--- config.mk ---
export PLATFORM = sky130hd
export DESIGN_NAME = fpie_div
export DESIGN_NICKNAME = d
export VERILOG_FILES = /design/src/hw/rtl/fpie_pkg.sv /design/src/hw/rtl/fpie_div.sv
export SDC_FILE = /design/constraint.sdc
export NUM_CORES = 1
export LEC_CHECK = 0
export ABC_AREA = 1
export BUFFER_PORTS_ARGS = -buffer_cell sky130_fd_sc_hd__buf_2
export CAP_MARGIN = 30
export CORE_UTILIZATION = 38
export DETAILED_ROUTE_END_ITERATION = 12
export PLACE_DENSITY = 0.62
export SYNTH_ARGS = -nofsm -noshare
export SYNTH_HDL_FRONTEND = slang
export SYNTH_SLANG_ARGS = --single-unit
--- constraint.sdc ---
create_clock -name clk -period 4.15 [get_ports clk]
set_input_delay 0.83 -clock clk [delete_from_list [all_inputs] [get_ports clk]]
set_output_delay 0.83 -clock clk [all_outputs]
set_load 0.01 [all_outputs]
--- src/hw/rtl/fpie_pkg.sv ---
// Shared types, constants and codes for the fixed-point infix evaluator.
package fpie_pkg;

    localparam int NestDepth = 16;
    localparam int LvW       = $clog2(NestDepth);
    localparam int DivSteps  = 64;

    // parse phases
    localparam logic [1:0] PH_OPERAND = 2'd0;
    localparam logic [1:0] PH_INT     = 2'd1;
    localparam logic [1:0] PH_FRAC    = 2'd2;
    localparam logic [1:0] PH_AFTER   = 2'd3;

    // status codes
    localparam logic [2:0] ST_OK       = 3'd0;
    localparam logic [2:0] ST_MISSING  = 3'd1;
    localparam logic [2:0] ST_PAREN    = 3'd2;
    localparam logic [2:0] ST_DIVZERO  = 3'd3;
    localparam logic [2:0] ST_OVERFLOW = 3'd4;
    localparam logic [2:0] ST_SYNTAX   = 3'd5;
    localparam logic [2:0] ST_DEEP     = 3'd6;
    localparam logic [2:0] ST_BLANK    = 3'd7;

    // multiplicative operator codes
    localparam logic [1:0] MOP_NONE = 2'd0;
    localparam logic [1:0] MOP_MUL  = 2'd1;
    localparam logic [1:0] MOP_DIV  = 2'd2;
    localparam logic [1:0] MOP_MOD  = 2'd3;

    // additive operator codes
    localparam logic [1:0] AOP_NONE = 2'd0;
    localparam logic [1:0] AOP_ADD  = 2'd1;
    localparam logic [1:0] AOP_SUB  = 2'd2;

    // character codes
    localparam logic [7:0] CH_TAB    = 8'h09;
    localparam logic [7:0] CH_SPACE  = 8'h20;
    localparam logic [7:0] CH_PCT    = 8'h25;
    localparam logic [7:0] CH_LPAREN = 8'h28;
    localparam logic [7:0] CH_RPAREN = 8'h29;
    localparam logic [7:0] CH_STAR   = 8'h2a;
    localparam logic [7:0] CH_PLUS   = 8'h2b;
    localparam logic [7:0] CH_MINUS  = 8'h2d;
    localparam logic [7:0] CH_DOT    = 8'h2e;
    localparam logic [7:0] CH_SLASH  = 8'h2f;
    localparam logic [7:0] CH_ZERO   = 8'h30;
    localparam logic [7:0] CH_NINE   = 8'h39;

    // divider request and response
    typedef struct packed {
        logic        start;
        logic [63:0] num;   // signed dividend
        logic [31:0] den;   // signed divisor, nonzero
    } div_req_t;

    typedef struct packed {
        logic        done;
        logic [63:0] quo;   // signed quotient, truncated
        logic [31:0] rem;   // signed remainder
    } div_rsp_t;

endpackage

--- src/hw/rtl/fpie_div.sv ---
// Radix-2 restoring divider, 64-bit by 32-bit signed, one bit per cycle.
module fpie_div
    import fpie_pkg::*;
(
    input  logic     clk,
    input  logic     rst_n,
    input  div_req_t req,
    output div_rsp_t rsp
);

    logic        busy_reg;
    logic [6:0]  cnt_reg;
    logic [63:0] q_reg;
    logic [32:0] r_reg;
    logic [31:0] d_reg;
    logic        qneg_reg;
    logic        rneg_reg;
    logic        done_reg;

    logic [32:0] shifted;
    logic [33:0] diff;
    logic [63:0] num_abs;

    assign num_abs = req.num[63] ? (64'd0 - req.num) : req.num;
    assign shifted = {r_reg[31:0], q_reg[63]};
    assign diff    = {1'b0, shifted} - {2'b00, d_reg};

    // iterate one quotient bit a cycle
    always_ff @(posedge clk or negedge rst_n)
    begin
        if (!rst_n)
        begin
            busy_reg <= 1'b0;
            done_reg <= 1'b0;
            cnt_reg  <= '0;
        end
        else
        begin
            done_reg <= 1'b0;
            if (req.start)
            begin
                busy_reg <= 1'b1;
                cnt_reg  <= 7'(DivSteps);
                q_reg    <= num_abs;
                r_reg    <= '0;
                d_reg    <= req.den[31] ? (32'd0 - req.den) : req.den;
                qneg_reg <= req.num[63] ^ req.den[31];
                rneg_reg <= req.num[63];
            end
            else if (busy_reg)
            begin
                if (diff[33])
                begin
                    r_reg <= shifted;
                    q_reg <= {q_reg[62:0], 1'b0};
                end
                else
                begin
                    r_reg <= diff[32:0];
                    q_reg <= {q_reg[62:0], 1'b1};
                end
                cnt_reg <= cnt_reg - 7'd1;
                if (cnt_reg == 7'd1)
                begin
                    busy_reg <= 1'b0;
                    done_reg <= 1'b1;
                end
            end
        end
    end

    assign rsp.done = done_reg;
    assign rsp.quo  = qneg_reg ? (64'd0 - q_reg) : q_reg;
    assign rsp.rem  = rneg_reg ? (32'd0 - r_reg[31:0]) : r_reg[31:0];

endmodule

==> summary.txt <==
Status
  • Status: finished, final reports clean

Global route
  • Initial antenna violation count: 1
  • Vias in the first global route: 14831
  • GRT Util Overall: 0.286
  • Largest net degree at the start of global routing: 65
  • Total gr overflow: 0
  • First-pass GRT wire length: 84500 um

Cells and area
  • Final instance area: 16600 um^2
  • Total Nets Final: 2640
  • Layout area overhead: 14.0%
  • Commonest non-fill, non-tap cell in the layout: nand2_1
  • Most frequent cells in the layout: 759 x nand2_1, 336 x inv_1, 298 x nor2_1
  • Max reg flops: 64
  • Layout cells sized above 1: 0.119

STA
  • Max-slew violations: 0
  • Fin Setup TNS: 0 ns
  • RSZ-0062 raised after global routing: false
  • Max Fclk: 0.270 GHz
  • Least-Margin Pin Slew: 0.774 ns
  • Slew margin rel.: 0.479
  • Period Utilization, post-route: 0.891
  • Final setup vio count: 0
  • Clk_skew: 0.00978 ns
  • Min cycle time layout: 3.70 ns
  • Final number of hold-violating endpoints: 0
  • Minimum hold slack: 0.501 ns

Power
  • Clk pwr share: 0.247
  • Sequential share of power: 0.326
  • Comb power frac: 0.427
  • Sw frac: 0.424
  • Power Density: 371 nW/um^2
  • Switch Pwr: 2.61 mW
  • Lkg Pwr: 7.98 nW
  • IR drop worst, VDD: 256 uV
  • Internal Power: 3.54 mW

Placed design
  • # port buffers: 195
  • Routability cong.: 0.979
  • Area after DPL: 16000 um^2
  • Dpl hpwl: 45600 um

Die
  • Die Width: 198 um
  • Initial Util: 0.386
  • I/O Pins: 196
  • Full die area: 39100 um^2
  • # rows: 71
  • CORE AREA: 37700 um^2
  • DIE HEIGHT: 198 um

Logic synthesis
  • Synth Flop Type: edfxtp_1
  • Synth warn: 0
  • Async SR Flop Fraction: 0.0647
  • Syn_nets: 2468
  • Gate Count Post-Synth: 2330
  • Post-synthesis cell type count: 48
  • Post-synth EDFFs: 130
  • Seq/Total Area, Yosys: 0.284
  • Mean Syn Cell Area: 6.25 um^2
  • Post-synthesis register bit count: 139
  • Post-Syn Area: 14600 um^2

Clocking
  • Clock Sinks: 139
  • Root Buffer: clkbuf_16
  • # H-tree levels: 4
  • Total CTS buffers: 17
  • Hold Buf Count CTS: 0
  • Max clock buf depth: 2
  • Clock transition at the registers of the reported paths: 0.06 ns
  • Skew-Pair Late Insertion Delay: 0.44 ns
  • Postcts setup bufs: 0
  • Post-CTS sizing: 0
  • CTS tree: done

Route
  • DRT iter0 DRCs: 1466
  • # DRC: 0
  • Drt pass-1 iters: 6
  • Antenna-violating nets left: 0
  • Vias/cell: 5.24
  • Routed len/inst: 18.3 um
  • WL final: 55300 um
  • Via count: 15843

Setup path
  • Data required, critical path: 3.32 ns
  • R2r setup slk: 1.11 ns
  • CP max FO: 4
  • Element type at the critical path start: flop
  • Critical setup path kind: flop to output pin
  • CP Capture Type: output pin
  • CP Data Arrival Time: 2.87 ns

Run
  • Max Cap Violations: 0

Hold path
  • Tightest Hold Check Type: flop to flop
logic make-up after synthesis:
family	after synthesis	share of synthesized area
and+or+nand+nor	1418	0.414
xor gates and xnor gates	154	0.0927
adders and majority gates	39	0.0340
buffers and inverters	401	0.107
AOI/OAI and AO/OA	179	0.0683
DFF	139	0.284
Yosys cell counts (2+ instances only):
| library cell | instances | area (um^2) |
|---|---|---|
| nand2_1 | 759 | 2850 |
| inv_1 | 336 | 1260 |
| nor2_1 | 301 | 1130 |
| nand3_1 | 210 | 1050 |
| edfxtp_1 | 130 | 3900 |
| xor2_1 | 111 | 972 |
| o21ai_0 | 93 | 465 |
| nand4_1 | 54 | 338 |
| xnor2_1 | 43 | 377 |
| ha_1 | 38 | 475 |
| clkbuf_1 | 34 | 128 |
| nor3_1 | 32 | 160 |
| a21oi_1 | 31 | 155 |
| o21ai_1 | 23 | 115 |
| a31oi_1 | 9 | 56.3 |
| dfrtp_1 | 9 | 225 |
| nand2_2 | 9 | 56.3 |
| nor2_2 | 9 | 56.3 |
| buf_2 | 8 | 40.0 |
| inv_2 | 8 | 30.0 |
| nand3b_1 | 8 | 60.1 |
| or2_2 | 7 | 43.8 |
| buf_4 | 5 | 37.5 |
| nand3_2 | 5 | 50.1 |
| nor2_4 | 5 | 56.3 |
| o21ai_2 | 5 | 43.8 |
| a21oi_2 | 4 | 35.0 |
| and2_1 | 4 | 25.0 |
| buf_6 | 4 | 45.0 |
| nor3_2 | 4 | 40.0 |
| o31ai_1 | 4 | 30.0 |
| buf_1 | 3 | 11.3 |
| clkinv_1 | 3 | 11.3 |
| nand2_4 | 3 | 33.8 |
| nor4_1 | 3 | 18.8 |
| o21bai_1 | 3 | 22.5 |
| o211ai_1 | 2 | 15.0 |
critical path, stage by stage, from the launching register on:
cell	delay (ns)
edfxtp_1	0.44
inv_1	0.12
ha_1	0.26
nand3_2	0.18
nor2_4	0.22
nand2_2	0.11
nor2_1	0.13
nand2_1	0.12
nand2_1	0.11
xor2_1	0.49
buf_2	0.24
layout make-up:
type,count,area [um^2]
diodes,1,2.50
clock buffers,21,440
clock inverters,10,119
fillers,4143,21100
inverters,347,1300
multi-input cells,1790,8870
flip-flops and latches,139,4130
well taps,511,639
repair buffers,207,1080
power by group through the flow:
stage	clock (mW)	combinational, mW	sequential, mW
floorplan	0	1.77	1.94
global placement	0	2.57	2.02
detailed placement	0	2.58	2.02
CTS	1.54	2.59	2.00
global route	1.59	2.92	2.03
finish	1.52	2.62	2.00
path summary, 6_finish.rpt:
path / from / to / cells after the start
max in group asynchronous: rst_n / cnt_reg[4] / 2
worst min register to register: cnt_reg[3] / cnt_reg[3] / 1
min in group asynchronous: rst_n / cnt_reg[1] / 2
worst min-delay path: cnt_reg[3] / cnt_reg[3] / 1
worst max-delay path: q_reg[0] / rsp[48] / 10
worst max register to register: r_reg[7] / r_reg[30] / 14
metrics by stage:
stage	util	power [mW]	setup WS (ns)	std cells
2_1_floorplan	-	3.71	0.918	2330
3_3_place_gp	0.425	4.59	0.958	2994
3_5_place_dp	0.425	4.61	0.980	2994
4_1_cts	0.440	6.13	0.495	3025
5_1_grt	0.440	6.54	0.281	3026
6_report	0.440	6.15	0.453	3026
per-layer routing:
layer	vias up	part of all wire	GRT usage
met5	-	0	0
met4	0	0.041	0.131
met3	88	0.080	0.0370
met2	678	0.42	0.421
met1	7318	0.46	0.412
li1	7759	-	-
Note: power is estimated with default switching activity, not from simulation.
